--- src/rtl/core/soundex_word_matcher_assert.svh ---
// Assertion macros shared by the soundex word matcher RTL.
`ifndef SOUNDEX_WORD_MATCHER_ASSERT_SVH
`define SOUNDEX_WORD_MATCHER_ASSERT_SVH
`ifndef SYNTHESIS
// Same-cycle implication, sampled on clk and held off during reset.
`define SWM_ASSERT_NOW(lbl, ante, cons, msg) \
    lbl: assert property (@(posedge clk) disable iff (!rst_n) (ante) |-> (cons)) \
        else $error(msg);
// Next-cycle implication, sampled on clk and held off during reset.
`define SWM_ASSERT_NEXT(lbl, ante, cons, msg) \
    lbl: assert property (@(posedge clk) disable iff (!rst_n) (ante) |=> (cons)) \
        else $error(msg);
`else
`define SWM_ASSERT_NOW(lbl, ante, cons, msg)
`define SWM_ASSERT_NEXT(lbl, ante, cons, msg)
`endif
`endif

--- src/rtl/core/sdx_pkg.sv ---
// Package with the soundex letter table, field widths and register indexes.
`default_nettype none
package sdx_pkg;

    localparam int unsigned LetterWidth = 7;
    localparam int unsigned DigitWidth  = 3;
    localparam int unsigned ByteWidth   = 8;
    localparam int unsigned OutWidth    = 24;  // 18 field bits padded to whole bytes

    localparam logic [ByteWidth-1:0] AsciiUpperA = 8'd65;
    localparam logic [ByteWidth-1:0] AsciiUpperZ = 8'd90;
    localparam logic [ByteWidth-1:0] AsciiLowerA = 8'd97;
    localparam logic [ByteWidth-1:0] AsciiLowerZ = 8'd122;
    localparam logic [ByteWidth-1:0] AsciiSpace  = 8'd32;
    localparam logic [ByteWidth-1:0] AsciiTab    = 8'd9;
    localparam logic [ByteWidth-1:0] AsciiCr     = 8'd13;
    localparam logic [ByteWidth-1:0] CaseOffset  = 8'd32;

    typedef enum logic [1:0] {
        REG_MATCH_LETTER  = 2'd0,
        REG_MATCH_DIGIT_A = 2'd1,
        REG_MATCH_DIGIT_B = 2'd2,
        REG_MATCH_DIGIT_C = 2'd3
    } cfg_index_t;

    // Soundex digit of a letter, given as its offset from A.
    function automatic logic [DigitWidth-1:0] letter_digit(input logic [4:0] idx);
        logic [DigitWidth-1:0] d;
        case (idx)
            5'd1, 5'd5, 5'd15, 5'd21:                       d = 3'd1; // B F P V
            5'd2, 5'd6, 5'd9, 5'd10, 5'd16, 5'd18, 5'd23,
            5'd25:                                          d = 3'd2; // C G J K Q S X Z
            5'd3, 5'd19:                                    d = 3'd3; // D T
            5'd11:                                          d = 3'd4; // L
            5'd12, 5'd13:                                   d = 3'd5; // M N
            5'd17:                                          d = 3'd6; // R
            default:                                        d = 3'd0;
        endcase
        return d;
    endfunction

endpackage
`default_nettype wire

--- src/rtl/core/soundex_word_matcher.sv ---
// Top level of the soundex word matcher: byte stream in, one code beat per word out.
//
// Usage:
//   The slave stream takes header text one byte per beat: s_axis_tdata holds the
//   byte and s_axis_tlast marks the last byte of a text. Bytes split into words at
//   whitespace (space, tab, LF, VT, FF, CR) and at the last byte. Letters build the
//   word's soundex code; every other byte is dropped without ending the word.
//   At each word end one beat leaves on the master stream with the word's code,
//   whether it equals the configured match code, and a sticky any-hit flag for the
//   text. The last byte of a text always yields a beat, with m_axis_tlast set.
//   The match code is loaded through cfg_we / cfg_index / cfg_data while idle.
// Timing:
//   A taken byte is worked on from the input register; its beat is registered in the
//   output register that drives m_axis_tvalid. One byte per clock is taken, set by the
//   single pass through the letter table and compares, unless a held beat blocks a result.
// Reset and stalls:
//   rst_n clears the word state, the sticky flag and both stage valids, and loads
//   the match code A000. When the receiver holds m_axis_tready low, the output
//   beat is held; bytes that give no result still drain, and the input stops only
//   once a result-producing byte waits behind the held beat.
`default_nettype none
`include "soundex_word_matcher_assert.svh"
module soundex_word_matcher (
    input  wire logic        clk,
    input  wire logic        rst_n,
    // Configuration write port.
    input  wire logic        cfg_we,
    input  wire logic [1:0]  cfg_index,
    input  wire logic [6:0]  cfg_data,
    // Byte input stream.
    input  wire logic        s_axis_tvalid,
    output logic             s_axis_tready,
    input  wire logic [7:0]  s_axis_tdata,   // [7:0] text_byte
    input  wire logic        s_axis_tlast,   // end_of_text
    // Word result stream.
    output logic             m_axis_tvalid,
    input  wire logic        m_axis_tready,
    output logic [sdx_pkg::OutWidth-1:0] m_axis_tdata,
                                             // [6:0] word_letter, [9:7] word_digit_a,
                                             // [12:10] word_digit_b, [15:13] word_digit_c,
                                             // [16] word_hit, [17] any_hit, [23:18] zero
    output logic             m_axis_tlast    // text_done
);

    localparam int unsigned LW = sdx_pkg::LetterWidth;
    localparam int unsigned DW = sdx_pkg::DigitWidth;

    // Match code registers.
    logic [LW-1:0] match_letter_reg;
    logic [DW-1:0] match_digit_a_reg;
    logic [DW-1:0] match_digit_b_reg;
    logic [DW-1:0] match_digit_c_reg;

    // Input register.
    logic          in_valid_reg;
    logic [7:0]    in_byte_reg;
    logic          in_last_reg;

    // Word state.
    logic          word_open_reg,    word_open_next;
    logic [LW-1:0] first_letter_reg, first_letter_next;
    logic [DW-1:0] prev_digit_reg,   prev_digit_next;
    logic [1:0]    digit_count_reg,  digit_count_next;
    logic [DW-1:0] digit_a_reg,      digit_a_next;
    logic [DW-1:0] digit_b_reg,      digit_b_next;
    logic [DW-1:0] digit_c_reg,      digit_c_next;
    logic          hit_seen_reg,     hit_seen_next;

    // Output register.
    logic          out_valid_reg;
    logic [sdx_pkg::OutWidth-1:0] out_data_reg, out_data_next;
    logic          out_last_reg;

    logic          emit;
    logic          in_move;
    logic          out_free;

    always_ff @(posedge clk or negedge rst_n)
    begin
        if (!rst_n)
        begin
            match_letter_reg  <= LW'(sdx_pkg::AsciiUpperA);
            match_digit_a_reg <= '0;
            match_digit_b_reg <= '0;
            match_digit_c_reg <= '0;
        end
        else if (cfg_we)
        begin
            unique case (sdx_pkg::cfg_index_t'(cfg_index))
                sdx_pkg::REG_MATCH_LETTER:  match_letter_reg  <= cfg_data;
                sdx_pkg::REG_MATCH_DIGIT_A: match_digit_a_reg <= cfg_data[DW-1:0];
                sdx_pkg::REG_MATCH_DIGIT_B: match_digit_b_reg <= cfg_data[DW-1:0];
                sdx_pkg::REG_MATCH_DIGIT_C: match_digit_c_reg <= cfg_data[DW-1:0];
            endcase
        end
    end

    // The held byte moves on when it yields no beat or the output slot is free.
    assign out_free      = !out_valid_reg || m_axis_tready;
    assign in_move       = in_valid_reg && (!emit || out_free);
    assign s_axis_tready = !in_valid_reg || in_move;

    always_ff @(posedge clk or negedge rst_n)
    begin
        if (!rst_n)
        begin
            in_valid_reg <= 1'b0;
        end
        else if (s_axis_tready)
        begin
            in_valid_reg <= s_axis_tvalid;
        end
    end

    always_ff @(posedge clk)
    begin
        if (s_axis_tready && s_axis_tvalid)
        begin
            in_byte_reg <= s_axis_tdata;
            in_last_reg <= s_axis_tlast;
        end
    end

    // Letter folding, word tracking and matching for the held byte.
    always_comb
    begin
        logic          is_upper;
        logic          is_lower;
        logic          is_letter;
        logic          is_sep;
        logic          ends;
        logic [7:0]    up_byte;
        logic [7:0]    offset;
        logic [DW-1:0] d;
        logic          open1;
        logic [LW-1:0] first1;
        logic [DW-1:0] prev1;
        logic [1:0]    cnt1;
        logic [DW-1:0] da1;
        logic [DW-1:0] db1;
        logic [DW-1:0] dc1;
        logic          hit;
        logic          any;

        is_upper  = in_byte_reg >= sdx_pkg::AsciiUpperA && in_byte_reg <= sdx_pkg::AsciiUpperZ;
        is_lower  = in_byte_reg >= sdx_pkg::AsciiLowerA && in_byte_reg <= sdx_pkg::AsciiLowerZ;
        is_letter = is_upper || is_lower;
        is_sep    = in_byte_reg == sdx_pkg::AsciiSpace ||
                    (in_byte_reg >= sdx_pkg::AsciiTab && in_byte_reg <= sdx_pkg::AsciiCr);
        up_byte   = is_lower ? in_byte_reg - sdx_pkg::CaseOffset : in_byte_reg;
        offset    = up_byte - sdx_pkg::AsciiUpperA;
        d         = sdx_pkg::letter_digit(offset[4:0]);

        open1  = word_open_reg;
        first1 = first_letter_reg;
        prev1  = prev_digit_reg;
        cnt1   = digit_count_reg;
        da1    = digit_a_reg;
        db1    = digit_b_reg;
        dc1    = digit_c_reg;

        if (is_letter)
        begin
            if (!word_open_reg)
            begin
                // The first letter's own digit only seeds the repeat check.
                open1  = 1'b1;
                first1 = up_byte[LW-1:0];
                prev1  = d;
            end
            else if (d != '0)
            begin
                if (d != prev_digit_reg && digit_count_reg != 2'd3)
                begin
                    case (digit_count_reg)
                        2'd0:    da1 = d;
                        2'd1:    db1 = d;
                        default: dc1 = d;
                    endcase
                    cnt1 = digit_count_reg + 2'd1;
                end
                prev1 = d;
            end
        end

        ends = in_last_reg || is_sep;
        emit = in_valid_reg && ends && (open1 || in_last_reg);

        hit = open1 && first1 == match_letter_reg && da1 == match_digit_a_reg &&
              db1 == match_digit_b_reg && dc1 == match_digit_c_reg;
        any = hit_seen_reg || hit;

        // Word fields are already zero when no word is open.
        out_data_next = {6'd0, any, hit, dc1, db1, da1, first1};

        if (ends)
        begin
            word_open_next    = 1'b0;
            first_letter_next = '0;
            prev_digit_next   = '0;
            digit_count_next  = '0;
            digit_a_next      = '0;
            digit_b_next      = '0;
            digit_c_next      = '0;
        end
        else
        begin
            word_open_next    = open1;
            first_letter_next = first1;
            prev_digit_next   = prev1;
            digit_count_next  = cnt1;
            digit_a_next      = da1;
            digit_b_next      = db1;
            digit_c_next      = dc1;
        end

        if (in_last_reg)
        begin
            hit_seen_next = 1'b0;
        end
        else if (ends)
        begin
            hit_seen_next = any;
        end
        else
        begin
            hit_seen_next = hit_seen_reg;
        end
    end

    always_ff @(posedge clk or negedge rst_n)
    begin
        if (!rst_n)
        begin
            word_open_reg    <= 1'b0;
            first_letter_reg <= '0;
            prev_digit_reg   <= '0;
            digit_count_reg  <= '0;
            digit_a_reg      <= '0;
            digit_b_reg      <= '0;
            digit_c_reg      <= '0;
            hit_seen_reg     <= 1'b0;
        end
        else if (in_move)
        begin
            word_open_reg    <= word_open_next;
            first_letter_reg <= first_letter_next;
            prev_digit_reg   <= prev_digit_next;
            digit_count_reg  <= digit_count_next;
            digit_a_reg      <= digit_a_next;
            digit_b_reg      <= digit_b_next;
            digit_c_reg      <= digit_c_next;
            hit_seen_reg     <= hit_seen_next;
        end
    end

    always_ff @(posedge clk or negedge rst_n)
    begin
        if (!rst_n)
        begin
            out_valid_reg <= 1'b0;
        end
        else if (out_free)
        begin
            out_valid_reg <= in_move && emit;
        end
    end

    always_ff @(posedge clk)
    begin
        if (in_move && emit)
        begin
            out_data_reg <= out_data_next;
            out_last_reg <= in_last_reg;
        end
    end

    assign m_axis_tvalid = out_valid_reg;
    assign m_axis_tdata  = out_data_reg;
    assign m_axis_tlast  = out_last_reg;

    `SWM_ASSERT_NEXT(a_hit_clears_at_text_end, in_move && in_last_reg, !hit_seen_reg,
        "sticky hit flag survived the end of a text")
    `SWM_ASSERT_NOW(a_word_hit_sets_any, m_axis_tvalid && m_axis_tdata[16],
        m_axis_tdata[17], "word hit reported without any-hit")
    `SWM_ASSERT_NOW(a_closed_word_is_empty, !word_open_reg,
        digit_count_reg == 2'd0 && first_letter_reg == '0, "closed word holds state")
    `SWM_ASSERT_NOW(a_unused_digit_zero, digit_count_reg != 2'd3, digit_c_reg == '0,
        "third digit set before three digits were counted")

endmodule
`default_nettype wire

--- config.mk ---
export PLATFORM = sky130hd
export DESIGN_NAME = soundex_word_matcher
export DESIGN_NICKNAME = d
export VERILOG_FILES = /design/src/rtl/core/sdx_pkg.sv /design/src/rtl/core/soundex_word_matcher.sv
export VERILOG_INCLUDE_DIRS = /design/src /design/src/rtl/core
export SDC_FILE = /design/constraint.sdc
export NUM_CORES = 1
export LEC_CHECK = 0
export BUFFER_PORTS_ARGS = -buffer_cell sky130_fd_sc_hd__clkbuf_2
export CORE_MARGIN = 3
export CORE_UTILIZATION = 40
export DETAILED_ROUTE_END_ITERATION = 16
export PLACE_DENSITY = 0.67
export SLEW_MARGIN = 20
export SYNTH_ARGS = -nofsm -noshare
export SYNTH_HDL_FRONTEND = slang
export SYNTH_SLANG_ARGS = --single-unit
--- constraint.sdc ---
create_clock -name clk -period 8.1 [get_ports clk]
set_clock_uncertainty 0.05 [all_clocks]
set_input_delay 0.405 -clock clk [delete_from_list [all_inputs] [get_ports clk]]
set_output_delay 0.405 -clock clk [all_outputs]
set_load 0.01 [all_outputs]
==> results_dict.tcl, run 1 <==
set metrics [dict create \
    cts_tree "done" \
    clkLatencyLatePin_ps 350 \
    fillers 892 \
    drive_gt1_share_pct 27.11 \
    p_clk_share_pct 30.4 \
    hold_violations 0 \
    rsz0062_at_grt "false" \
    crit_type "reg -> reg" \
    rr_startpoint "in_byte_reg[1]" \
    ys_types 66 \
    gp_congestion 0.8519 \
    h-tree-depth 3 \
    via_count 2766 \
    grt_pass1_vias 2771 \
    critPathArrivalTime_ps 4730 \
    crit_chain "inv_1 > ha_1 > inv_1 > ha_1 > mux2i_1 > nor3_1 > a41oi_2 > xor2_2 > a311oi_2 > mux2_2 > a2111oi_2 > nand4b_1 > a21oi_1" \
    period_minus_slack_ps 4494 \
    cts_resized 0 \
    cts_hold_buf 0 \
    clk_path_buf_depth 2 \
    hpwlAfterDp_mm 6.191 \
    post-place-ws_ps 3687 \
    largest_reg_flops 18 \
    leakage_nw 1.836 \
    drcViolationCount 0 \
    grt_usage_pct 16.45 \
    synth_area_leaders "dfrtp_1, edfxtp_1, mux2_2" \
    fin_ws_ps 3606 \
    netlist_instances 344 \
    row_count 35 \
    critPathMaxFanout 11 \
    cts_root_buf "clkbuf_8" \
    p_comb_share_pct 20.7 \
    pwr-share-seq_pct 48.9 \
    worst_slew_pin_slew_ps 1044 \
    yosysWarnings 0 \
    crit_path_end_kind "flip-flop" \
    fin_tns_setup_ps 0 \
    worstSetupStartpoint "in_byte_reg[1]" \
    setup_violations 0 \
    yosysTopAreaCell "dfrtp_1" \
    dieHeight_um 104.9 \
    drtIter0Drc 243 \
    die_x_um 104.9 \
    outcome "completed" \
    stdcell_area_mm2 0.004388 \
    cts.sinks 69 \
    max-vdd-ir-drop_uv 73.27 \
    drt_pass1_iterations 4 \
    async_flop_share_pct 59.42 \
    maxCapViolations 0 \
    slew_headroom_pct 30.38 \
    finalMaxSlewViolations 0 \
    p_int_mw 0.6089 \
    start_util_pct 41.75 \
    synth_area_mm2 0.003913 \
    p_per_area_mw_per_mm2 202.7 \
    wirelength_mm 8.527 \
    crit_required_ps 8330 \
    syn_avg_cell_area_um2 11.37 \
    critPathLaunchType "flip-flop" \
    yosys-top-cells-count "dfrtp_1, nand2_1, edfxtp_1" \
    dpl.cell_count 504 \
    utilization_pct 46.82 \
    cp_slowest_cell "a41oi_2" \
    hold_path.class "in -> async" \
    diodes 0 \
    cts_setup_buffers 0 \
    grt_max_degree 42 \
    dieArea_mm2 0.01100 \
    stdcell_count 520 \
    period_share_pct 55.48 \
    grt_overflow 0 \
    yosys_register_bits 69 \
    final_nets 420 \
    yosysTopAreaCellShare_pct 24.94 \
    ant_nets 0 \
    cts.clk_slew.worst_paths_ps 90 \
    numCtsBuffers 9 \
    slowest_delay_ps 610 \
    port_buffers 43 \
    synth_flop_cell "dfrtp_1" \
    switching_share_pct 31.55 \
    synth-seq-area-share_pct 47.78 \
    via_per_inst 5.319 \
    ioPinCount 50 \
    yosysMostFrequentCell "dfrtp_1" \
    fmax_ghz 0.2225 \
    p_switching_mw 0.2807 \
    routedWlPerCell_um 16.40 \
    holdWs_ps 123.1 \
    area_growth_pct 12.15 \
    antenna_found_initial 0 \
    core_mm2 0.009371 \
    synth_edf_count 28 \
    finalPower_mw 0.8895 \
    grt_pass1_wl_mm 14.30 \
    dpl-instance-area_mm2 0.004203 \
]
power by group through the flow:
stage	Sequential (mW)	Combinational, mW	Clock [mW]
2_1_floorplan	0.431	0.143	0
3_3_place_gp	0.441	0.179	0
3_5_place_dp	0.442	0.182	0
4_1_cts	0.435	0.184	0.278
5_1_grt	0.441	0.204	0.291
6_report	0.435	0.184	0.270
per-layer routing:
layer | part of all wire (%) | GRT usage (%) | vias up
met5 | 0 | 0 | -
met1 | 45 | 22.42 | 1316
met3 | 6.9 | 3.088 | 21
li1 | - | - | 1325
met4 | 2.9 | 8.341 | 0
met2 | 45 | 25.02 | 104
layout make-up:
cell class	count	area, um^2	share of cell area, %
tap	129	161.4	3.678
timing repair buffer	44	222.7	5.076
clock inverter	5	32.53	0.7414
inverter	24	90.09	2.053
clock buffer	11	152.6	3.479
multi-input combinational	238	1859	42.37
sequential	69	1869	42.60
path summary, 6_finish.rpt:
path                                       endpoint  slack [ps]  cells after the start
worst min register to register  first_letter_reg[0]         460                      2
worst max-delay path                   hit_seen_reg        3610                     13
worst max register to register         hit_seen_reg        3610                     13
min in group clk                     in_byte_reg[3]         180                      1
worst min-delay path                 digit_a_reg[2]         120                      1
max in group asynchronous       match_letter_reg[5]        7280                      1
worst max-delay path, delay by kind of cell (launching register included):
family,cells,cell delay [ps]
adders and majority gates,2,680
and+or+nand+nor,2,240
xor gates and xnor gates,1,260
buffers and inverters,2,310
DFF,1,560
AOI/OAI and AO/OA,4,1630
muxes,2,690
cell usage in the layout, fill, tap and decap left out, types with 3 or more instances in the layout:
cell type  Yosys  routed
nand2_1       32      32
mux2i_1       10      10
o21ai_0       20      20
edfxtp_1      28      28
dfrtp_1       39      39
o21ai_2        3       3
nand2b_1       4       4
clkbuf_2       0      42
nor2b_1        5       5
a31oi_1        3       3
inv_1         24      24
xnor2_1        9       9
nand4_1        3       3
and2_1         4       4
a311oi_2       3       3
o22ai_1        5       5
xor2_1         8       8
a21oi_1       14      13
conb_1         1       6
nor2_1        13      13
clkbuf_8       0       9
mux2_2        22      22
nand3b_1       3       3
a22o_1         3       3
o31ai_1       10      10
ha_1          11      11
cells by family (layout without fill, tap and decap cells):
| group | Yosys count | count (layout) | share of synthesized area (%) |
|---|---|---|---|
| flops | 69 | 69 | 47.78 |
| buf+inv | 42 | 84 | 5.277 |
| mux | 33 | 33 | 9.466 |
| compound gates | 85 | 85 | 16.02 |
| simple gates | 81 | 81 | 11.10 |
| xor+xnor | 22 | 22 | 6.748 |
| other cells | 1 | 6 | 0.09585 |
| fa+ha+maj | 11 | 11 | 3.518 |
(Power assumes the default switching activity.)
==> run 2, diff against run 1 <==
==> constraint.sdc (replaced) <==
create_clock -name clk -period 4.5 [get_ports clk]
set_clock_uncertainty 0.05 [all_clocks]
set_input_delay 0.225 -clock clk [delete_from_list [all_inputs] [get_ports clk]]
set_output_delay 0.225 -clock clk [all_outputs]
set_load 0.01 [all_outputs]
==> results_dict.tcl, run 2 (same netlist as run 1, synthesis figures left out) <==
set metrics [dict create \
    post-place-ws_ps 383.3 \
    max-vdd-ir-drop_uv 224.9 \
    via_per_inst 5.319 \
    slowest_delay_ps 560 \
    fin_ws_ps 290.6 \
    crit_type "reg -> reg" \
    largest_reg_flops 18 \
    crit_required_ps 4640 \
    drive_gt1_share_pct 27.23 \
    reg2regPathDepth 13 \
    ioPinCount 50 \
    outcome "finished with violations" \
    cp_num_buf_inv 2 \
    cts.sinks 69 \
    numCtsBuffers 9 \
    holdWs_ps -48.76 \
    rr_startpoint "in_byte_reg[1]" \
    cts.clk_slew.worst_paths_ps 80 \
    clkLatencyLatePin_ps 360 \
    setup_violations 0 \
    grt_pass1_vias 2767 \
    ant_nets 0 \
    maxCapViolations 0 \
    slew_headroom_pct 37.02 \
    finalMaxSlewViolations 0 \
    hold_path.class "in -> async" \
    via_count 2835 \
    drt_pass1_iterations 5 \
    fin_tns_setup_ps 0 \
    critPathArrivalTime_ps 4350 \
    diodes 0 \
    switching_share_pct 28.61 \
    final_cell_mix "clkbuf_2, dfrtp_1, nand2_1, edfxtp_1, inv_1" \
    worstSetupStartpoint "in_byte_reg[1]" \
    row_count 35 \
    rsz0062_at_grt "false" \
    dieArea_mm2 0.01100 \
    violations "negative hold slack" \
    cts_tree "done" \
    grt_pass1_wl_mm 14.33 \
    final_nets 433 \
    routedWlPerCell_um 16.29 \
    fmax_ghz 0.2376 \
    hpwlAfterDp_mm 6.213 \
    grt_max_degree 42 \
    cp_top_family "compound AO/OA/AOI/OAI gates" \
    utilization_pct 48.85 \
    p_clk_share_pct 36.1 \
    critPathMaxFanout 11 \
    antenna_found_initial 0 \
    p_comb_share_pct 19.3 \
    period_share_pct 93.54 \
    dieHeight_um 104.9 \
    h-tree-depth 3 \
    start_util_pct 41.75 \
    stdcell_count 533 \
    pwr-share-seq_pct 44.6 \
    final_common_cell "clkbuf_2" \
    drcViolationCount 0 \
    r2r-end "m_axis_tdata[16]" \
    reg2reg_setup_slack_ps 290 \
    p_int_mw 1.255 \
    crit_chain "inv_1 > ha_1 > inv_1 > ha_1 > o21ai_0 > mux2i_1 > mux2i_4 > xor2_2 > a311oi_2 > mux2_2 > a22oi_2 > o2111ai_1 > nor3b_1" \
    hold_violations 39 \
    crit_path_end_kind "flip-flop" \
    path_depth 13 \
    dpl.cell_count 507 \
    period_minus_slack_ps 4209 \
    grt_overflow 0 \
    leakage_nw 1.920 \
    p_switching_mw 0.5027 \
    area_growth_pct 17.01 \
    die_x_um 104.9 \
    p_per_area_mw_per_mm2 383.9 \
    port_buffers 43 \
    crit_path_end "m_axis_tdata[16]" \
    critPathLaunchType "flip-flop" \
    grt_usage_pct 16.62 \
    cts_root_buf "clkbuf_8" \
    clk_path_buf_depth 2 \
    gp_congestion 0.8640 \
    drtIter0Drc 190 \
    cp_slowest_cell "edfxtp_1" \
    wirelength_mm 8.684 \
    cts_resized 0 \
    core_mm2 0.009371 \
    worst_slew_pin_slew_ps 944.6 \
]
## run 2: cell count changes in the layout (fill, tap and decap cells not counted), moves of 2 or more
| cell | change |
|---|---|
| dlygate4sd3_1 | +10 |
| clkinv_2 | -2 |
| buf_4 | +3 |
| bufinv_16 | +3 |
## run 2: cell type report
type | instances | area [um^2]
Fill cell | 867 | 4793
Sequential cell | 69 | 1869
Multi-Input combinational cell | 238 | 1864
Timing Repair Buffer | 57 | 345.3
Tap cell | 129 | 161.4
Clock buffer | 11 | 141.4
Clock inverter | 5 | 106.4
Inverter | 24 | 90.09
## run 2: power groups by stage
stage	combinational (mW)	sequential, mW	clock, mW
6_report	0.340	0.783	0.634
5_1_grt	0.376	0.793	0.679
4_1_cts	0.339	0.783	0.650
3_3_place_gp	0.323	0.794	0
2_1_floorplan	0.258	0.776	0
3_5_place_dp	0.328	0.796	0
## run 2: routing by layer
| metal | share of wire, % | vias up | track usage [%] |
|---|---|---|---|
| met1 | 46 | 1388 | 23.31 |
| met5 | 0 | - | 0 |
| met2 | 46 | 93 | 24.70 |
| met4 | 1.5 | 0 | 5.811 |
| met3 | 6.4 | 13 | 4.632 |
| li1 | - | 1341 | - |
## run 2: metrics by stage
step	total power, mW	hold slack, ps	cell area [um^2]
6_report	1.758	-48.76	4578
4_1_cts	1.773	15.79	4573
5_1_grt	1.848	13.07	4578
3_5_place_dp	1.124	354.6	4225
2_1_floorplan	1.034	-120.6	3931
3_3_place_gp	1.117	353.7	4225
## run 2: worst min path at each step
stage	from	to	slack [ps]
after detailed placement	s_axis_tdata[7]	in_byte_reg[7]	350
final	rst_n	digit_a_reg[1]	-50
after global placement	s_axis_tdata[4]	in_byte_reg[4]	350
after floorplan	rst_n	digit_a_reg[0]	-120
after CTS	m_axis_tready	m_axis_tvalid	20
after global routing	rst_n	digit_a_reg[1]	10
## run 2: timing repair
action,in CTS,in global routing
hold buffers,10,0
hold endpoints to repair,10,0
buffers inserted,0,0
